==> src/hdl/cenc_pkg.sv <==
`default_nettype none

package cenc_pkg;

    // Fixed field widths of the register map and the result.
    localparam int POLY_FIELD  = 14;
    localparam int CFG_DATA_W  = 56;
    localparam int CFG_IDX_W   = 3;
    localparam int K_W         = 4;
    localparam int N_W         = 4;
    localparam int INFO_LEN_W  = 16;
    localparam int CODED_W     = 8;
    localparam int STATUS_W    = 2;
    localparam int K_MIN       = 3;
    localparam int N_DEFAULT   = 2;
    localparam int POLY_PER_GROUP = 4;

    // Register indexes.
    localparam logic [CFG_IDX_W-1:0] CFG_CONSTRAINT_LENGTH = 3'd0;
    localparam logic [CFG_IDX_W-1:0] CFG_OUTPUTS_PER_BIT   = 3'd1;
    localparam logic [CFG_IDX_W-1:0] CFG_TAPS_GROUP_LOW    = 3'd2;
    localparam logic [CFG_IDX_W-1:0] CFG_TAPS_GROUP_HIGH   = 3'd3;
    localparam logic [CFG_IDX_W-1:0] CFG_ZERO_TAIL_MODE    = 3'd4;
    localparam logic [CFG_IDX_W-1:0] CFG_INFO_LENGTH       = 3'd5;

    // Register reset values.
    localparam logic [K_W-1:0]        RST_CONSTRAINT_LENGTH = 4'd7;
    localparam logic [N_W-1:0]        RST_OUTPUTS_PER_BIT   = 4'd2;
    localparam logic [CFG_DATA_W-1:0] RST_TAPS_GROUP_LOW    = 56'd1982555;
    localparam logic [CFG_DATA_W-1:0] RST_TAPS_GROUP_HIGH   = 56'd0;
    localparam logic                  RST_ZERO_TAIL_MODE    = 1'b0;
    localparam logic [INFO_LEN_W-1:0] RST_INFO_LENGTH       = 16'd88;

    // Result status codes.
    localparam logic [STATUS_W-1:0] STATUS_OK           = 2'd0;
    localparam logic [STATUS_W-1:0] STATUS_BAD_CONFIG   = 2'd1;
    localparam logic [STATUS_W-1:0] STATUS_TAIL_NONZERO = 2'd2;

    // Per-cell control.
    typedef struct packed {
        logic step;   // shift this cycle
        logic clear;  // frame end: drop the held bit
        logic keep;   // cell lies inside the active memory length
    } cell_ctrl_t;

endpackage

`default_nettype wire

==> src/hdl/convolutional_encoder_rate_1_n_core.sv <==
`default_nettype none

// Rate 1/n feed-forward convolutional encoder.
//
// Input channel (s_valid / s_ready / s_info_bit): one information or tail bit
// per request. Result channel (m_valid / m_ready / m_coded_bits, m_frame_end,
// m_status): exactly one result per input request, in order.
// Configuration: cfg_wr_en / cfg_index / cfg_wr_data, written while idle.
//
// m_valid rises in the cycle after input acceptance. Throughput is one bit
// per clock while the receiver keeps up: the memory is a row of one-bit cells
// that shift each accepted bit and feed an XOR chain per polynomial, so the
// parity of every coded bit is ready in the acceptance cycle and lands in the
// output register. When the receiver stalls, the output register holds its
// result and s_ready falls until the result is taken; s_ready rises again in
// the same cycle m_ready is seen.
// Reset (aresetn low, synchronous) clears the cell row, the frame position
// and the output valid flag, and loads the default configuration.
// A bad polynomial set yields status bad-config with no state change; a
// nonzero tail bit is flagged and encoded as zero.
module convolutional_encoder_rate_1_n_core #(
    parameter int MAX_CONSTRAINT = 14,
    parameter int MAX_OUTPUTS    = 8,
    parameter int FRAME_LEN_BITS = 16
) (
    input  wire                                  aclk,
    input  wire                                  aresetn,
    // configuration write port
    input  wire                                  cfg_wr_en,
    input  wire  [cenc_pkg::CFG_IDX_W-1:0]       cfg_index,
    input  wire  [cenc_pkg::CFG_DATA_W-1:0]      cfg_wr_data,
    // input channel
    input  wire                                  s_valid,
    output logic                                 s_ready,
    input  wire                                  s_info_bit,
    // result channel
    output logic                                 m_valid,
    input  wire                                  m_ready,
    output logic [cenc_pkg::CODED_W-1:0]         m_coded_bits,
    output logic                                 m_frame_end,
    output logic [cenc_pkg::STATUS_W-1:0]        m_status
);
    import cenc_pkg::*;

    localparam int N_CELLS = MAX_CONSTRAINT - 1;
    localparam int LEN_W   = (FRAME_LEN_BITS < INFO_LEN_W) ? FRAME_LEN_BITS : INFO_LEN_W;
    localparam int POS_W   = LEN_W + 1;

    // ------------------------------------------------------------------
    // Configuration registers
    // ------------------------------------------------------------------
    logic [K_W-1:0]        constraint_length_reg;
    logic [N_W-1:0]        outputs_per_bit_reg;
    logic [CFG_DATA_W-1:0] taps_group_low_reg;
    logic [CFG_DATA_W-1:0] taps_group_high_reg;
    logic                  zero_tail_mode_reg;
    logic [INFO_LEN_W-1:0] info_length_reg;

    always_ff @(posedge aclk) begin
        if (!aresetn) begin
            constraint_length_reg <= RST_CONSTRAINT_LENGTH;
            outputs_per_bit_reg   <= RST_OUTPUTS_PER_BIT;
            taps_group_low_reg    <= RST_TAPS_GROUP_LOW;
            taps_group_high_reg   <= RST_TAPS_GROUP_HIGH;
            zero_tail_mode_reg    <= RST_ZERO_TAIL_MODE;
            info_length_reg       <= RST_INFO_LENGTH;
        end else if (cfg_wr_en) begin
            unique case (cfg_index)
                CFG_CONSTRAINT_LENGTH: constraint_length_reg <= cfg_wr_data[K_W-1:0];
                CFG_OUTPUTS_PER_BIT:   outputs_per_bit_reg   <= cfg_wr_data[N_W-1:0];
                CFG_TAPS_GROUP_LOW:    taps_group_low_reg    <= cfg_wr_data;
                CFG_TAPS_GROUP_HIGH:   taps_group_high_reg   <= cfg_wr_data;
                CFG_ZERO_TAIL_MODE:    zero_tail_mode_reg    <= cfg_wr_data[0];
                CFG_INFO_LENGTH:       info_length_reg       <= cfg_wr_data[INFO_LEN_W-1:0];
                default: ; // ignore writes to unmapped indexes
            endcase
        end
    end

    // ------------------------------------------------------------------
    // Effective K and n
    // ------------------------------------------------------------------
    logic [K_W-1:0] k_eff;
    logic [N_W-1:0] n_eff;
    logic [POLY_FIELD:0] reg_mask_wide;
    logic [POLY_FIELD-1:0] reg_mask;

    always_comb begin
        // Clamp K into its legal span.
        if (constraint_length_reg < K_W'(K_MIN)) begin
            k_eff = K_W'(K_MIN);
        end else if (constraint_length_reg > K_W'(MAX_CONSTRAINT)) begin
            k_eff = K_W'(MAX_CONSTRAINT);
        end else begin
            k_eff = constraint_length_reg;
        end
        // Fall back to rate 1/2 on an illegal n.
        if (outputs_per_bit_reg < N_W'(N_DEFAULT) || outputs_per_bit_reg > N_W'(MAX_OUTPUTS)) begin
            n_eff = N_W'(N_DEFAULT);
        end else begin
            n_eff = outputs_per_bit_reg;
        end
        reg_mask_wide = ((POLY_FIELD+1)'(1) << k_eff) - (POLY_FIELD+1)'(1);
        reg_mask      = reg_mask_wide[POLY_FIELD-1:0];
    end

    // ------------------------------------------------------------------
    // Polynomials: extract, check and reverse into tap order
    // ------------------------------------------------------------------
    // rev_poly[j][b] taps the bit that is b steps old (b = 0 is the newest).
    logic [POLY_FIELD-1:0] poly     [MAX_OUTPUTS];
    logic [POLY_FIELD-1:0] rev_full [MAX_OUTPUTS];
    logic [POLY_FIELD-1:0] rev_poly [MAX_OUTPUTS];
    logic [MAX_OUTPUTS-1:0] n_mask;
    logic [MAX_OUTPUTS-1:0] poly_bad;
    logic [K_W-1:0]         rev_shift;
    logic                   cfg_bad;

    assign rev_shift = K_W'(POLY_FIELD) - k_eff;

    always_comb begin
        for (int j = 0; j < MAX_OUTPUTS; j++) begin
            if (j < POLY_PER_GROUP) begin
                poly[j] = taps_group_low_reg[POLY_FIELD*(j % POLY_PER_GROUP) +: POLY_FIELD];
            end else begin
                poly[j] = taps_group_high_reg[POLY_FIELD*(j % POLY_PER_GROUP) +: POLY_FIELD];
            end
            for (int b = 0; b < POLY_FIELD; b++) begin
                rev_full[j][b] = poly[j][POLY_FIELD-1-b];
            end
            rev_poly[j] = rev_full[j] >> rev_shift;
            n_mask[j]   = (N_W'(j) < n_eff);
            // Missing top tap or a tap beyond K.
            poly_bad[j] = n_mask[j] &&
                          (!poly[j][k_eff - K_W'(1)] || ((poly[j] & ~reg_mask) != '0));
        end
        cfg_bad = |poly_bad;
    end

    // ------------------------------------------------------------------
    // Frame tracking
    // ------------------------------------------------------------------
    logic [POS_W-1:0] frame_pos_reg;
    logic [POS_W-1:0] frame_pos_next;
    logic [LEN_W-1:0] len_nz;
    logic [POS_W-1:0] last_pos;
    logic             in_tail;
    logic             frame_done;
    logic             enc_bit;
    logic             accept;
    logic             step;

    assign accept = s_valid && s_ready;
    // Hold all state on a bad polynomial set.
    assign step   = accept && !cfg_bad;

    always_comb begin
        len_nz = info_length_reg[LEN_W-1:0];
        if (len_nz == '0) begin
            len_nz = LEN_W'(1);
        end
        last_pos   = POS_W'(len_nz) + POS_W'(k_eff) - POS_W'(2);
        in_tail    = zero_tail_mode_reg && (frame_pos_reg >= POS_W'(len_nz));
        frame_done = zero_tail_mode_reg && (frame_pos_reg >= last_pos);
        // Encode tail bits as zero whatever arrives.
        enc_bit    = s_info_bit && !in_tail;

        frame_pos_next = frame_pos_reg;
        if (step) begin
            if (!zero_tail_mode_reg || frame_done) begin
                frame_pos_next = '0;
            end else begin
                frame_pos_next = frame_pos_reg + POS_W'(1);
            end
        end
    end

    always_ff @(posedge aclk) begin
        if (!aresetn) begin
            frame_pos_reg <= '0;
        end else begin
            frame_pos_reg <= frame_pos_next;
        end
    end

    // ------------------------------------------------------------------
    // Cell row: cell m holds the bit that is m+1 steps old
    // ------------------------------------------------------------------
    logic [MAX_OUTPUTS-1:0] par_chain [N_CELLS+1];
    logic                   cell_bit  [N_CELLS];
    cell_ctrl_t             cell_ctrl [N_CELLS];
    logic [MAX_OUTPUTS-1:0] cell_taps [N_CELLS];
    logic [MAX_OUTPUTS-1:0] new_taps;

    always_comb begin
        for (int j = 0; j < MAX_OUTPUTS; j++) begin
            new_taps[j] = rev_poly[j][0];
        end
    end

    // The newest bit starts every parity chain.
    assign par_chain[0] = new_taps & {MAX_OUTPUTS{enc_bit}};

    for (genvar m = 0; m < N_CELLS; m++) begin : g_cell
        always_comb begin
            for (int j = 0; j < MAX_OUTPUTS; j++) begin
                cell_taps[m][j] = rev_poly[j][m+1];
            end
            cell_ctrl[m].step  = step;
            cell_ctrl[m].clear = frame_done;
            // Drop bits beyond the K-1 remembered ones.
            cell_ctrl[m].keep  = (K_W'(m) < (k_eff - K_W'(1)));
        end

        if (m == 0) begin : g_head
            cenc_cell #(.N_OUT(MAX_OUTPUTS)) u_cell (
                .aclk    (aclk),
                .aresetn (aresetn),
                .ctrl    (cell_ctrl[m]),
                .bit_in  (enc_bit),
                .taps    (cell_taps[m]),
                .par_in  (par_chain[m]),
                .par_out (par_chain[m+1]),
                .bit_out (cell_bit[m])
            );
        end else begin : g_body
            cenc_cell #(.N_OUT(MAX_OUTPUTS)) u_cell (
                .aclk    (aclk),
                .aresetn (aresetn),
                .ctrl    (cell_ctrl[m]),
                .bit_in  (cell_bit[m-1]),
                .taps    (cell_taps[m]),
                .par_in  (par_chain[m]),
                .par_out (par_chain[m+1]),
                .bit_out (cell_bit[m])
            );
        end
    end

    // ------------------------------------------------------------------
    // Output register
    // ------------------------------------------------------------------
    logic                   m_valid_reg;
    logic                   m_valid_next;
    logic [CODED_W-1:0]     m_coded_bits_reg;
    logic                   m_frame_end_reg;
    logic [STATUS_W-1:0]    m_status_reg;
    logic [CODED_W-1:0]     coded_next;
    logic                   frame_end_next;
    logic [STATUS_W-1:0]    status_next;

    // Take a new request whenever the output register is empty or draining.
    assign s_ready = !m_valid_reg || m_ready;

    always_comb begin
        m_valid_next = m_valid_reg;
        if (accept) begin
            m_valid_next = 1'b1;
        end else if (m_ready) begin
            m_valid_next = 1'b0;
        end

        if (cfg_bad) begin
            coded_next     = '0;
            frame_end_next = 1'b0;
            status_next    = STATUS_BAD_CONFIG;
        end else begin
            coded_next     = CODED_W'(par_chain[N_CELLS] & n_mask);
            frame_end_next = frame_done;
            status_next    = (in_tail && s_info_bit) ? STATUS_TAIL_NONZERO : STATUS_OK;
        end
    end

    always_ff @(posedge aclk) begin
        if (!aresetn) begin
            m_valid_reg <= 1'b0;
        end else begin
            m_valid_reg <= m_valid_next;
        end
    end

    // Payload needs no reset: it is only seen under m_valid.
    always_ff @(posedge aclk) begin
        if (accept) begin
            m_coded_bits_reg <= coded_next;
            m_frame_end_reg  <= frame_end_next;
            m_status_reg     <= status_next;
        end
    end

    assign m_valid      = m_valid_reg;
    assign m_coded_bits = m_coded_bits_reg;
    assign m_frame_end  = m_frame_end_reg;
    assign m_status     = m_status_reg;

endmodule

`default_nettype wire

==> src/hdl/cenc_cell.sv <==
`default_nettype none

module cenc_cell #(
    parameter int N_OUT = 8
) (
    input  wire                     aclk,
    input  wire                     aresetn,
    input  wire cenc_pkg::cell_ctrl_t ctrl,
    input  wire                     bit_in,
    input  wire  [N_OUT-1:0]        taps,
    input  wire  [N_OUT-1:0]        par_in,
    output logic [N_OUT-1:0]        par_out,
    output logic                    bit_out
);
    import cenc_pkg::*;

    logic bit_reg;
    logic bit_next;

    always_comb begin
        bit_next = bit_reg;
        if (ctrl.step) begin
            bit_next = (ctrl.keep && !ctrl.clear) ? bit_in : 1'b0;
        end
    end

    always_ff @(posedge aclk) begin
        if (!aresetn) begin
            bit_reg <= 1'b0;
        end else begin
            bit_reg <= bit_next;
        end
    end

    // Fold this cell's tapped bit into every running parity.
    assign par_out = par_in ^ (taps & {N_OUT{bit_reg}});
    assign bit_out = bit_reg;

endmodule

`default_nettype wire

==> config.mk <==
export PLATFORM = sky130hd
export DESIGN_NAME = convolutional_encoder_rate_1_n_core
export DESIGN_NICKNAME = d
export VERILOG_FILES = /design/src/hdl/cenc_pkg.sv /design/src/hdl/convolutional_encoder_rate_1_n_core.sv /design/src/hdl/cenc_cell.sv
export SDC_FILE = /design/constraint.sdc
export NUM_CORES = 1
export LEC_CHECK = 0
export ABC_AREA = 1
export BUFFER_PORTS_ARGS = -buffer_cell sky130_fd_sc_hd__buf_4
export CORE_MARGIN = 2
export CORE_UTILIZATION = 50
export CTS_CLUSTER_SIZE = 12
export DETAILED_ROUTE_END_ITERATION = 10
export PLACE_DENSITY = 0.67
export RECOVER_POWER = 50
export SETUP_SLACK_MARGIN = 0.05
export SYNTH_ARGS = -nofsm -noshare
export SYNTH_HDL_FRONTEND = slang
export SYNTH_SLANG_ARGS = --single-unit
==> constraint.sdc <==
create_clock -name aclk -period 5.5 [get_ports aclk]
set_input_delay 0.55 -clock aclk [delete_from_list [all_inputs] [get_ports aclk]]
set_output_delay 0.55 -clock aclk [all_outputs]
set_load 0.1 [all_outputs]
Yosys cells after proc, flatten, opt, wreduce, memory -nomap -nowiden
Index checks and enable logic that the tools add are counted.

word-level totals
  flip-flop bits (word level) = 179
  bits of input ports = 65
  output and inout port bits = 13
  logic and storage cells = 215

operators by class
  add/subtract/negate cells = 6
  order comparisons = 28
  eq/ne operators = 5
  shift-type cells = 9
  mux-type cells = 37
  bitwise logic cells = 37
  reductions and logical operators = 69

operators with widths
  cell                   count
  $and 8x8->8            15
  $and 14x14->14         8
  $reduce_bool 14->1     8
  $shr 14x4->14          8
  $xor 8x8->8            13
  $bmux 1 s4             8
  $lt 3x4->1 const A     8
  $logic_and 1x1->1      27
  $mux 1                 23
  $lt 4x4->1 const A     5
  $add 16x4->17          1
  $add 17x1->17 const B  1
  $ge 17x16->1           1
  $ge 17x17->1           1
  $mux 17                1
  $sub 17x2->17 const B  1
  $logic_not 16->1       1
  $lt 1x4->1 const A     4
  $lt 2x4->1 const A     4
  $mux 16                1
  $not 14->14            1
  $shl 1x4->14 const A   1
  $sub 14x2->14 const B  1
  $logic_not 1->1        13
  15 further kinds       36

Longest topological paths before layout
Gate-level depths: netlist of the first run.

  depth in word-level cells = 21
  gate-level depth with buffers = 34
  depth with buffers taken out = 32

Cells and area by module
From an unflattened synthesis of the first run, not the netlist that was laid out.

unflattened totals
  cells, all modules = 2,634
  area total of the unflattened synthesis = 16,032.9 sq um

modules (own cells, without submodules)
  module                               instances  cells each  area each (sq um)  seq. area each (sq um)
  convolutional_encoder_rate_1_n_core  1          2,348       14,081.0           3,433.3
  cenc_cell                            13         22          150.1              20.0

Least setup slack after synthesis of the first run
Ideal clock, no wire load.

  path type = flip-flop to flip-flop
  start point = register constraint_length_reg[3]
  end point = register frame_pos_reg[10]
  library setup time = 0.132 ns
  data arrival time = 4.928 ns
  path slack = 0.440 ns
  cell stages (with the launch flop) = 34
  buffers on the path = 4
  cells stage by stage = dfxtp_1 -> nand2_2 -> inv_2 -> nand2_2 -> nand2_2 -> buf_6 -> inv_2 -> buf_2 -> ha_1 -> ha_1 -> fa_1 -> a21oi_1 -> o21bai_1 -> a21oi_1 -> o21bai_1 -> a21boi_0 -> nor2_1 -> o21ai_0 -> nand2_1 -> nand2_1 -> a21oi_1 -> nor2_1 -> xor2_1 -> ha_1 -> nand3_1 -> nor3_1 -> nand3_1 -> o2111ai_1 -> or2_2 -> clkbuf_1 -> clkbuf_1 -> nor2_1 -> nand4_1 -> a21oi_1

on the way
  word-level cells in the longest chain between the ends = 13

RTL lines
  element                                                                 RTL line                                    text
  from (decl)                                                             convolutional_encoder_rate_1_n_core.sv:52   logic [K_W-1:0] constraint_length_reg;
  from (signal assigned)                                                  convolutional_encoder_rate_1_n_core.sv:69   CFG_CONSTRAINT_LENGTH: constraint_length_reg <= cfg_wr_data[K_W-1:0];
  $gt 4x4->1                                                              convolutional_encoder_rate_1_n_core.sv:92   end else if (constraint_length_reg > K_W'(MAX_CONSTRAINT)) begin
  $mux 4                                                                  convolutional_encoder_rate_1_n_core.sv:92
  $mux 4 (*)                                                              convolutional_encoder_rate_1_n_core.sv:90   if (constraint_length_reg < K_W'(K_MIN)) begin
  parallel branches: the longest is 10 deep, another holds $add 16x4->17  --
  to (signal assigned)                                                    convolutional_encoder_rate_1_n_core.sv:182  frame_pos_reg <= frame_pos_next;
  to (decl)                                                               convolutional_encoder_rate_1_n_core.sv:143  logic [POS_W-1:0] frame_pos_reg;

Every way passes the cells marked *. The select of a mux whose other input is x is not followed.
A chain may end at the register's enable or synchronous reset.

Final worst setup path of the first run
  start point = register info_length_reg[10]
  end point = register frame_pos_reg[2]

on the way
  word-level cells in the longest chain between the ends = 8

RTL lines
  element                 RTL line                                    text
  from (decl)             convolutional_encoder_rate_1_n_core.sv:57   logic [INFO_LEN_W-1:0] info_length_reg;
  from (signal assigned)  convolutional_encoder_rate_1_n_core.sv:74   CFG_INFO_LENGTH: info_length_reg <= cfg_wr_data[INFO_LEN_W-1:0];
  $logic_not 16->1        convolutional_encoder_rate_1_n_core.sv:159  if (len_nz == '0) begin
  $mux 16 (*)             convolutional_encoder_rate_1_n_core.sv:159
  $add 16x4->17 (*)       convolutional_encoder_rate_1_n_core.sv:162  last_pos = POS_W'(len_nz) + POS_W'(k_eff) - POS_W'(2);
  $sub 17x2->17 (*)       convolutional_encoder_rate_1_n_core.sv:162
  $ge 17x17->1 (*)        convolutional_encoder_rate_1_n_core.sv:164  frame_done = zero_tail_mode_reg && (frame_pos_reg >= last_pos);
  $logic_and 1x1->1 (*)   convolutional_encoder_rate_1_n_core.sv:164
  $logic_or 1x1->1 (*)    convolutional_encoder_rate_1_n_core.sv:170  if (!zero_tail_mode_reg || frame_done) begin
  $mux 17 (*)             convolutional_encoder_rate_1_n_core.sv:170

Mark *: on every way between the ends. The rest lies on a longest branch, timed or not.

==> qor.yml, run 1 <==
placement:
  dpl.hpwl_um: 48670
  placed_cells: 3166
  place_ws_ns: 0.1187
  port_buffers: 77
  place_congestion: 0.9916
floorplanning:
  dieArea_sq_um: 33830
  fp.coreArea_sq_um: 31720
  die_w_um: 183.9
  start_util_pct: 51.03
  rows: 65
  fp.dieH_um: 183.9
  io_pins: 78
grt:
  antenna_found_initial: 1
  grtUsageTotal_pct: 36.93
  grt.overflow.total: 0
  grt_pass1_wl_um: 94860
  first_global_vias: 16090
  grt_max_degree: 125
outcome:
  outcome: "finished with violations"
  violations: "capacitance limit, slew limit"
setup_path:
  rrSetupSlack_ns: 0.40
  critPathSlowestCell: "fa_1"
  cp.required_ns: 5.88
  crit_type: "reg2reg"
  crit_end: "frame_pos_reg[2]"
  cpMostUsedCell: "ha_1"
  start_kind: "flip-flop"
  worst_path_largest_cell_delay_ns: 0.41
  reg2reg_from: "info_length_reg[10]"
  worstRegToRegCells: 29
  timing.rr.end: "frame_pos_reg[2]"
  arrival_ns: 5.48
  crit_start: "info_length_reg[10]"
  path_max_fanout: 8
  critical_path.endpoint_type: "flip-flop"
sta:
  setup_viol_count_final: 0
  period_minus_slack_ns: 5.103
  max_freq_mhz: 196.0
  post-route-period-util_pct: 92.79
  fin_ws_ns: 0.3967
  slew_violations: 135
  fin_skew_ns: 0.02457
  finalHoldViolations: 0
  slew_headroom_pct: -78.01
  worstMarginPinSlew_ns: 2.670
  rsz0062_at_grt: "no"
  finalSetupTns_ns: 0
final_layout:
  final_common_cell: "nand2_1"
  multi_input_area_sq_um: 10770
  drive_gt1_share_pct: 6.433
  fillCellCount: 3315
  area_delta_synth_final_pct: 8.998
  layout_common_cells: "780 x nand2_1, 313 x inv_1, 268 x o21ai_0"
  seqCellArea_sq_um: 3694
  layout.cells.non_filler: 3200
  finish.net_count: 2918
  antenna_cells: 0
clocking:
  clock-sinks: 179
  htreeDepth: 4
  cts_root_buf: "clkbuf_16"
  clkTransAtPathRegs_ns: 0.08
  cts_tree: "built"
  insertion_delay_ns: 0.47
  cts.path.max_buffers: 2
  cts_buffers: 17
  cts-hold-fix-buffers: 0
pwr:
  peakVddDrop_mv: 0.2416
  intPower_mw: 2.460
  power_frac_seq_pct: 34.7
  report.power.total_mw: 4.107
  netSwitchingPower_mw: 1.646
  swShare_pct: 40.09
  powerDensity_nw_per_um2: 232.8
  leakage_nw: 7.904
  clockPowerShare_pct: 30.9
  combPwrFrac_pct: 34.4
route:
  drt_iter0_drc: 2803
  drt_pre_antenna_iters: 9
  route.detailed.drc: 0
  drtAntennaViolNets: 0
  detail_route.wl_per_cell_um: 19.64
  viasPerCell: 5.880
  vias: 18820
  drt-total-wl_um: 62830
flow_run:
  maxCapViolations: 2
synth:
  synthCells: 2787
  ys_seq_area_share_pct: 22.82
  syn_area_per_cell_sq_um: 5.808
  synth.distinct_cells: 53
  synth_flop_cell: "dfxtp_1"
  synth-seq-cells: 179
  synth-edff-count: 11
  synth_area_sq_um: 16190
  synthArstFlopShare_pct: 0
  ys_warn_count: 0
  syn_nets: 2920
min_path:
  hold_path_class: "in2reg"
## cell usage after synthesis (2+ instances only)
cell type  instances  share of area (%)
a211oi_1           2              0.093
a21o_1             2              0.093
a21oi_1          191                5.9
a21oi_2            2               0.11
a221oi_1           3               0.16
a31oi_1            2              0.077
and2_1             2              0.077
buf_1             15               0.35
buf_2             28               0.87
buf_4              9               0.42
buf_6              5               0.35
clkbuf_1          86                2.0
clkinv_1           3              0.070
dfxtp_1          168                 21
edfxtp_1          11                2.0
ha_1              67                5.2
inv_1            314                7.3
inv_2              6               0.14
nand2_1          781                 18
nand2_2            4               0.15
nand3_1          249                7.7
nand3b_1           8               0.37
nand4_1           56                2.2
nor2_1           256                5.9
nor2_2             2              0.077
nor2_4             2               0.14
nor3_1            33                1.0
nor3b_1            3               0.14
nor4_1             8               0.31
o2111ai_1          5               0.27
o211ai_1          70                3.2
o21ai_0          270                8.3
o21ai_1           28               0.87
o21bai_1           7               0.32
o221ai_1           5               0.27
o22ai_1            8               0.31
o31ai_1            3               0.14
or2_2              9               0.35
xnor2_1           14               0.76
xor2_1            37                2.0
## how the worst min path moves through the flow
stage	start	endpoint	slack, ns	cells past startpoint
after global routing	cfg_wr_data[30]	taps_group_low_reg[30]	0.32	3
after global placement	taps_group_low_reg[13]	taps_group_low_reg[13]	0.46	2
after CTS	cfg_wr_data[26]	taps_group_low_reg[26]	0.31	3
after detailed placement	taps_group_low_reg[55]	taps_group_low_reg[55]	0.46	2
after floorplan	taps_group_low_reg[27]	taps_group_low_reg[27]	0.44	2
final	cfg_wr_data[26]	taps_group_low_reg[26]	0.31	3
## timing repair
| action | CTS | global route |
|---|---|---|
| setup endpoints to repair | 0 | 31 |
| endpoints found under the hold margin | 0 | 0 |
| resized for setup | 0 | 17 |
| setup buffers | 0 | 1 |
## cell type report
cell class | count | area share (%)
multi-input cells | 2143 | 61.04
well taps | 402 | 2.851
inverters | 323 | 6.879
clock buffers | 21 | 2.674
repair buffers | 121 | 4.886
flip-flops and latches | 179 | 20.93
clock inverters | 11 | 0.7375
## worst max-delay path, delay by kind of cell (launching register included)
family / cells / cell delay [ns]
adders and majority gates: 5 / 1.27
xor gates and xnor gates: 1 / 0.18
AOI/OAI and AO/OA: 10 / 1.49
buffers and inverters: 2 / 0.14
and+or+nand+nor: 11 / 1.56
DFF: 1 / 0.38
## metal layers
metal | vias to the layer above | GRT usage (%) | routed length [um]
met5 | - | 1.778 | 90
met4 | 4 | 8.352 | 1115
met3 | 78 | 11.33 | 8524
met2 | 1089 | 47.92 | 23320
met1 | 8483 | 57.58 | 29790
li1 | 9163 | - | -
## stage by stage
stage	utilization (%)	hold slack, ns	instance area, sq um
global placement	53.75	0.4568	17050
CTS	55.65	0.3064	17650
detailed placement	53.75	0.4639	17050
finish	55.63	0.3139	17640
global route	55.63	0.3193	17640
floorplan	-	0.4406	16190
## kinds of logic (layout without fill, tap and decap cells)
| family | after synthesis | after routing | synth area share, % |
|---|---|---|---|
| and+or+nand+nor | 1417 | 1418 | 36.89 |
| xor gates and xnor gates | 53 | 53 | 2.961 |
| AOI/OAI and AO/OA | 603 | 603 | 20.51 |
| muxes | 1 | 1 | 0.06184 |
| buffers and inverters | 466 | 476 | 11.46 |
| adders and majority gates | 68 | 68 | 5.303 |
| DFF | 179 | 179 | 22.82 |
## power groups by stage
stage	combinational, mW	sequential, mW	clock, mW
CTS	1.37	1.42	1.28
global placement	1.35	1.45	0
detailed placement	1.36	1.45	0
global route	1.55	1.43	1.34
finish	1.41	1.42	1.27
floorplan	0.932	1.46	0
No activity file was read; power rests on OpenSTA's default activity.
==> run 2, diff against run 1 <==
Settings changed: RECOVER_POWER 50 to 100, SKIP_CTS_REPAIR_TIMING set to 1.
==> run 2 against run 1 <==
Effect of this change: the run still ends with capacitance limit, slew limit left; maximum frequency fell by 0.96%; final cell count unchanged; sequential power hardly changed; die area did not move; count of clock-buffer cells in the layout is the same; via count increased by 0.27%; clock power about the same; combinational power about the same; critical path type unchanged; sequential cell count stayed put; register-to-register slack got worse by 0.05 ns; non-clock buffer count unchanged.
==> qor.yml, run 2 (same netlist as run 1, synthesis figures left out) <==
outcome:
  outcome: "finished with violations"
  violations: "capacitance limit, slew limit"
floorplanning:
  dieArea_sq_um: 33830
  fp.dieH_um: 183.9
  rows: 65
  die_w_um: 183.9
  start_util_pct: 51.03
  io_pins: 78
  fp.coreArea_sq_um: 31720
pwr:
  clockPowerShare_pct: 31.0
  peakVddDrop_mv: 0.2390
  swShare_pct: 40.12
  combPwrFrac_pct: 34.4
  report.power.total_mw: 4.106
  leakage_nw: 7.897
  intPower_mw: 2.459
  netSwitchingPower_mw: 1.647
  power_frac_seq_pct: 34.7
  powerDensity_nw_per_um2: 233.0
route:
  drt_iter0_drc: 2795
  vias: 18870
  drt-total-wl_um: 63040
  route.detailed.drc: 0
  drtAntennaViolNets: 0
  viasPerCell: 5.896
  detail_route.wl_per_cell_um: 19.70
  drt_pre_antenna_iters: 7
setup_path:
  cp.required_ns: 5.87
  timing.rr.end: "frame_pos_reg[2]"
  worst_path_largest_cell_delay_ns: 0.41
  critPathSlowestCell: "fa_1"
  path_max_fanout: 8
  crit_type: "reg2reg"
  reg2reg_from: "info_length_reg[10]"
  cpMostUsedCell: "ha_1"
  start_kind: "flip-flop"
  rrSetupSlack_ns: 0.35
  worstRegToRegCells: 29
  arrival_ns: 5.52
  critical_path.endpoint_type: "flip-flop"
final_layout:
  antenna_cells: 0
  fillCellCount: 3318
  finish.net_count: 2918
  drive_gt1_share_pct: 6.397
  final_common_cell: "nand2_1"
  utilization_pct: 55.55
  area_delta_synth_final_pct: 8.851
  layout_common_cells: "780 x nand2_1, 313 x inv_1, 269 x o21ai_0"
clocking:
  clock-sinks: 179
  cts.path.max_buffers: 2
  cts_root_buf: "clkbuf_16"
  htreeDepth: 4
  cts_buffers: 17
  insertion_delay_ns: 0.46
  cts_tree: "built"
  clkTransAtPathRegs_ns: 0.08
grt:
  antenna_found_initial: 1
  first_global_vias: 16090
  grt_max_degree: 125
  grt_pass1_wl_um: 94860
  grtUsageTotal_pct: 36.93
  grt.overflow.total: 0
min_path:
  hold_path_end: "taps_group_low_reg[26]"
  hold_path_class: "in2reg"
  hp-start: "cfg_wr_data[26]"
  hold_depth: 3
sta:
  post-route-period-util_pct: 93.68
  fin_skew_ns: 0.02681
  slew_violations: 184
  worstMarginPinSlew_ns: 2.706
  period_minus_slack_ns: 5.153
  fin_ws_ns: 0.3474
  slew_headroom_pct: -80.42
  finalHoldViolations: 0
  rsz0062_at_grt: "no"
  setup_viol_count_final: 0
  max_freq_mhz: 194.1
  finalSetupTns_ns: 0
placement:
  place_congestion: 0.9916
  port_buffers: 77
  dpl.hpwl_um: 48670
  place_ws_ns: 0.1187
flow_run:
  maxCapViolations: 4
[run 2: cell count changes in the layout (fill, tap and decap cells not counted), sizes merged]
cell,before,now
buf,102,101
clkbuf,40,41
[run 2: routing by layer]
layer / up-vias / part of all wire, % / global-route usage [%] / wire (um)
li1: 9168 / - / - / -
met3: 77 / 15 / 11.33 / 9231
met4: 4 / 1.8 / 8.352 / 1138
met1: 8476 / 46 / 57.58 / 29160
met5: - / 0.14 / 1.778 / 90
met2: 1142 / 37 / 47.92 / 23410
[run 2: how the worst max path moves through the flow]
stage	startpoint	to	slack (ns)	cells past startpoint
floorplan	constraint_length_reg[3]	frame_pos_reg[10]	0.44	33
global placement	info_length_reg[14]	g_cell[11].g_body.u_cell.bit_out	0.31	32
detailed placement	info_length_reg[10]	g_cell[11].g_body.u_cell.bit_out	0.12	32
CTS	info_length_reg[10]	g_cell[11].g_body.u_cell.bit_out	0.07	32
global route	info_length_reg[10]	frame_pos_reg[7]	0.02	29
finish	info_length_reg[10]	frame_pos_reg[2]	0.35	29
[run 2: final cells by class]
type	count	area, sq um	share of cell area [%]
tap	402	503.0	2.855
timing repair buffer	121	849.6	4.822
clock buffer	21	471.7	2.677
clock inverter	11	130.1	0.7385
sequential	179	3694	20.96
multi-input combinational	2143	10760	61.06
inverter	323	1214	6.888
[run 2: through the flow]
stage               instances  cell area (sq um)  hold WS [ns]
floorplan                2787              16190        0.4406
global placement         3166              17050        0.4568
detailed placement       3166              17050        0.4639
CTS                      3198              17650        0.3064
global route             3200              17620        0.3193
finish                   3200              17620        0.3170
[run 2: worst max-delay path: cells and delay by family, from the launching register on]
| kind | cells | cell delay, ns |
|---|---|---|
| DFF | 1 | 0.38 |
| adders and majority gates | 5 | 1.27 |
| and+or+nand+nor | 11 | 1.58 |
| AOI/OAI and AO/OA | 10 | 1.51 |
| xor gates and xnor gates | 1 | 0.17 |
| buffers and inverters | 2 | 0.14 |
[run 2: power by group through the flow]
| stage | Combinational [mW] | Clock (mW) | Sequential [mW] |
|---|---|---|---|
| after detailed placement | 1.36 | 0 | 1.45 |
| after floorplan | 0.932 | 0 | 1.46 |
| after global placement | 1.35 | 0 | 1.45 |
| after global routing | 1.55 | 1.34 | 1.43 |
| after CTS | 1.37 | 1.28 | 1.42 |
| final | 1.41 | 1.27 | 1.42 |
